==> src/design/default_transition_dfa_scanner_defines.svh <==
// Assertion macros shared by the scanner RTL.
`ifndef DEFAULT_TRANSITION_DFA_SCANNER_DEFINES_SVH
`define DEFAULT_TRANSITION_DFA_SCANNER_DEFINES_SVH

// Same-cycle implication, sampled on clk, off during rst.
`define DTS_CHECK_NOW(label, ante, cons, msg) \
  label: assert property (@(posedge clk) disable iff (rst) (ante) |-> (cons)) \
    else $error(msg);

// Next-cycle implication, sampled on clk, off during rst.
`define DTS_CHECK_NEXT(label, ante, cons, msg) \
  label: assert property (@(posedge clk) disable iff (rst) (ante) |=> (cons)) \
    else $error(msg);

`endif

==> src/design/dts_ram.sv <==
`default_nettype none

module dts_ram #(
  parameter int WIDTH = 8,
  parameter int DEPTH = 256
) (
  input  logic                     clk,
  input  logic                     we,
  input  logic [$clog2(DEPTH)-1:0] waddr,
  input  logic [WIDTH-1:0]         wdata,
  input  logic                     re,
  input  logic [$clog2(DEPTH)-1:0] raddr,
  output logic [WIDTH-1:0]         rdata
);

  logic [WIDTH-1:0] mem [DEPTH];

  always_ff @(posedge clk) begin
    if (we) begin
      mem[waddr] <= wdata;
    end
    if (re) begin
      rdata <= mem[raddr];
    end
  end

endmodule

`default_nettype wire

==> config.mk <==
export PLATFORM = sky130hd
export DESIGN_NAME = dts_ram
export DESIGN_NICKNAME = d
export VERILOG_FILES = /design/src/design/default_transition_dfa_scanner_defines.svh /design/src/design/dts_ram.sv
export SDC_FILE = /design/constraint.sdc
export NUM_CORES = 2
export LEC_CHECK = 0
export ABC_AREA = 1
export BUFFER_PORTS_ARGS = -buffer_cell sky130_fd_sc_hd__buf_2
export CAP_MARGIN = 10
export CORE_UTILIZATION = 45
export CTS_CLUSTER_DIAMETER = 40
export DETAILED_ROUTE_END_ITERATION = 8
export GPL_TIMING_DRIVEN = 1
export SETUP_SLACK_MARGIN = 0.2
export SLEW_MARGIN = 20
export SYNTH_ARGS = -nofsm -noshare
export SYNTH_HDL_FRONTEND = slang
export SYNTH_SLANG_ARGS = --single-unit
==> constraint.sdc <==
create_clock -name clk -period 2.2 [get_ports clk]
set_input_delay 0.44 -clock clk [delete_from_list [all_inputs] [get_ports clk]]
set_output_delay 0.44 -clock clk [all_outputs]
set_load 0.05 [all_outputs]
Word-level counts from Yosys, hierarchy flattened. Memory sizes are Yosys's and may differ from the RTL's. A register that Yosys moved wholly into a read port is not among the register bits. Cells that the tools add are included.

Register bits: 0. Memories kept: 1. Output and inout bits: 8. Bits of input ports: 27. Word-level logic and storage cells: 3. Memory bits (writable): 2048.

Memories: mem (depth 256, bits a word 8, rd ports 1, clocked after Yosys merged registers in 1, wr ports 1, RTL line dts_ram.sv:16) `logic [WIDTH-1:0] mem [DEPTH];`.

Muxes and demuxes: 2.

Operators by type and width (number): 1-bit 2-to-1 mux (2).

Depth between registers and ports, before layout.
Depth after elaboration: 2. Depth in mapped cells: 15.

Least setup slack after synthesis. Ideal clock, no wire load.

Kind: in2reg. From: input port we. To: memory mem[162][0] (enable). Arrival time: 1.561 ns. Setup slack: 0.269 ns. Path buffers: 2. Stages on the path: 4. Path through: clkbuf_1 nand3_1 clkbuf_1 nor2_1.

Cells in the longest elaborated chain, start to end: 2.

RTL lines: start: declaration (RTL line dts_ram.sv:8) `input logic we,`; 1-bit 2-to-1 mux (RTL line dts_ram.sv:19) `if (we) begin`; 1-bit 2-to-1 mux (implied by the code) (RTL line dts_ram.sv:20) `mem[waddr] <= wdata;`; end: declaration (RTL line dts_ram.sv:16).

No other way between the ends.

Worst setup path in the final report.
From: register rdata[3], read port of mem. To: output port rdata[3].

RTL lines: start: declaration (RTL line dts_ram.sv:13) `output logic [WIDTH-1:0] rdata`.

No word-level cell between the ends.

==> summary.md <==
| Metric | Value |
|---|---|
| # rows | 157 |
| Vias | 57180 |
| DR pass1 iterations | 6 |
| Clk sinks | 2056 |
| Hold Vio Cnt, Final | 0 |
| Initial Util | 45.45% |
| Top cell type's share of synthesized area | 73.96% |
| CTS tree | yes |
| Most frequent cells in the layout | 2111 x nand2_1, 2056 x edfxtp_1, 2014 x nand3_1, 542 x buf_4, 293 x clkbuf_16 |
| WL/cell | 23.77 um |
| Worst path cell trace | buf_6 |
| Slew headroom | 50.99% |
| Final Skew | 0.04460 ns |
| Setup Fix Bufs, Post-CTS | 0 |
| WS Path Type | flip-flop to output port |
| Commonest non-fill, non-tap cell in the layout | nand2_1 |
| Fin nets | 7559 |
| Via density per instance | 5.605 |
| Cells after Synth | 7003 |
| Syn-to-layout area delta | 20.73% |
| GRT Util Overall | 25.95% |
| DRC viols | 0 |
| Setup TNS | 0 ns |
| Peak supply drop | 0.0007542 V |
| Endpoints failing setup | 0 |
| Pin count of the biggest net entering global routing | 83 |
| Gp weighted congestion | 0.9045 |
| Pre-CTS setup slack | -0.5949 ns |
| Inserted Clock Buffers | 285 |
| Top post-synthesis cells by area | edfxtp_1 74%, nand3_1 12%, nand2_1 9.5% |
| Max clock buf depth | 4 |
| RSZ-0062 raised after global routing | yes |
| Root Buffer | clkbuf_16 |
| Crit start category | flip-flop |
| CP max stage delay | 0.53 ns |
| H-tree depth | 5 |
| Worst min-delay path class | primary input to flip-flop |
| Netlist cell types | 13 |
| 1st-iter DRT viols | 6238 |
| CP Data Arrival Time | 1.65 ns |
| Core ar. | 183700 sq um |
| Synthesized area | 83480 sq um |
| Pwr/cell area | 934.2 nW/um^2 |
| I/O pins | 35 |
| Worst-Skew Late Latency | 0.90 ns |
| Die area | 187200 sq um |
| Sequential element share of the synthesized area | 73.96% |
| Gr ovfl total | 0 |
| Final ANT Viol Nets | 0 |
| Tightest Pin Transition | 0.7351 ns |
| Slowest stage cell, crit path | edfxtp_1 |
| Share of layout cells above drive strength 1 | 15.09% |
| Max-cap violations | 0 |
| Final wirelength | 242.5 mm |
| Crit path required time | 1.76 ns |
| Final Cycle Share | 95.08% |
| Initial antenna violation count | 13 |
| Yosys reg bits | 2056 |
| Dpl hpwl | 151.6 mm |
| Syn_area_per_cell | 11.92 sq um |
| Top delay family on crit path | flip-flops |
| Net Count, Synth | 7030 |
| Final Max Tran Viols | 0 |
| Status | finished clean |
| Dominant cell type by area after synthesis | edfxtp_1 |
| Critical Path End Type | output port |
| First-pass GRT wire length | 359.9 mm |
| Final min period | 2.092 ns |
| Setup slack after layout | 0.1081 ns |
| Die H | 432.7 um |
| # port buffers | 34 |
| F_max | 478.0 MHz |
| Vias in the first global route | 54740 |
| Die Wd | 432.7 um |
| Leak | 36.43 nW |
| Worst-path clk slew | 0.06 ns |
| Crit path buffers/inverters | 1 |
| Ys Warns | 0 |
| Worst Path Max Fanout | 1 |
==> area by class of cell <==
cell class / count / area [sq um]
diodes: 5 / 12.51
repair buffers: 725 / 7307
clock buffers: 318 / 7426
inverters: 39 / 180.2
clock inverters: 170 / 1839
well taps: 2464 / 3083
flip-flops and latches: 2056 / 61740
fillers: 15100 / 82890
multi-input cells: 4425 / 19190
==> metrics by stage <==
step           hold WS [ns]  instances  utilization [%]  total power [mW]  area (sq um)
6_report            0.05961      10200            54.87             94.15        100800
5_1_grt             0.05158      10200            54.86             96.60        100800
4_1_cts             0.03134      10200            54.85             94.64        100700
3_5_place_dp         0.8142       9700            49.73             49.71         91340
3_3_place_gp         0.8046       9700            49.73             49.67         91340
2_1_floorplan        0.5389       7003                -             46.77         83480
==> per-layer routing <==
layer | share of wire (%) | vias to the layer above | track usage [%]
li1 | - | 26040 | -
met4 | 3.9 | 0 | 9.749
met1 | 41 | 28150 | 36.15
met2 | 47 | 2494 | 40.96
met5 | 0 | - | 0
met3 | 7.9 | 501 | 4.263
==> cell families (layout without fill, tap and decap cells) <==
kind of cell	Yosys count	after routing	synth area share [%]
buf+inv	522	1252	3.116
flops	2056	2056	73.96
other cells	0	5	0
simple gates	4425	4425	22.92
==> state kept, by name, summed over array words and instances (netlist names) <==
| register | flops |
|---|---|
| rdata | 8 |
| mem | 2048 |
==> worst paths after layout <==
check                           slack [ns]  cells past startpoint          end        from
worst max-delay path                  0.11                      1     rdata[3]    rdata[3]
worst min-delay path                  0.06                      1  mem[188][1]    wdata[1]
worst max register to register        0.21                     10     rdata[6]  mem[33][6]
worst min register to register        1.10                     10     rdata[2]  mem[22][2]
==> worst reg2reg max path, delay by kind of cell, from the launching register on <==
kind	cells	cell delay [ns]
and+or+nand+nor	10	1.41
DFF	1	0.35
==> Yosys cell counts <==
cell      count
clkbuf_1    112
buf_4        46
nand2_1    2123
nor2_1      283
inv_1        36
buf_1        40
edfxtp_1   2056
inv_4         1
buf_8         1
buf_6        16
buf_2       268
nand3_1    2019
inv_2         2
==> power breakdown <==
part           internal, mW  switching, mW  total, mW
logic                  1.74           3.99       5.72
clock network          28.0           17.1       45.2
registers              43.2         0.0503       43.3
total                  73.0           21.2       94.1
==> repair_timing <==
action	4_1_cts	5_1_grt
gates resized for setup	16	5
hold endpoints to repair	147	0
hold buffers	9	0
endpoints found under the setup margin	8	12
gates cloned	0	0
Note: power is estimated with default switching activity, not from simulation.
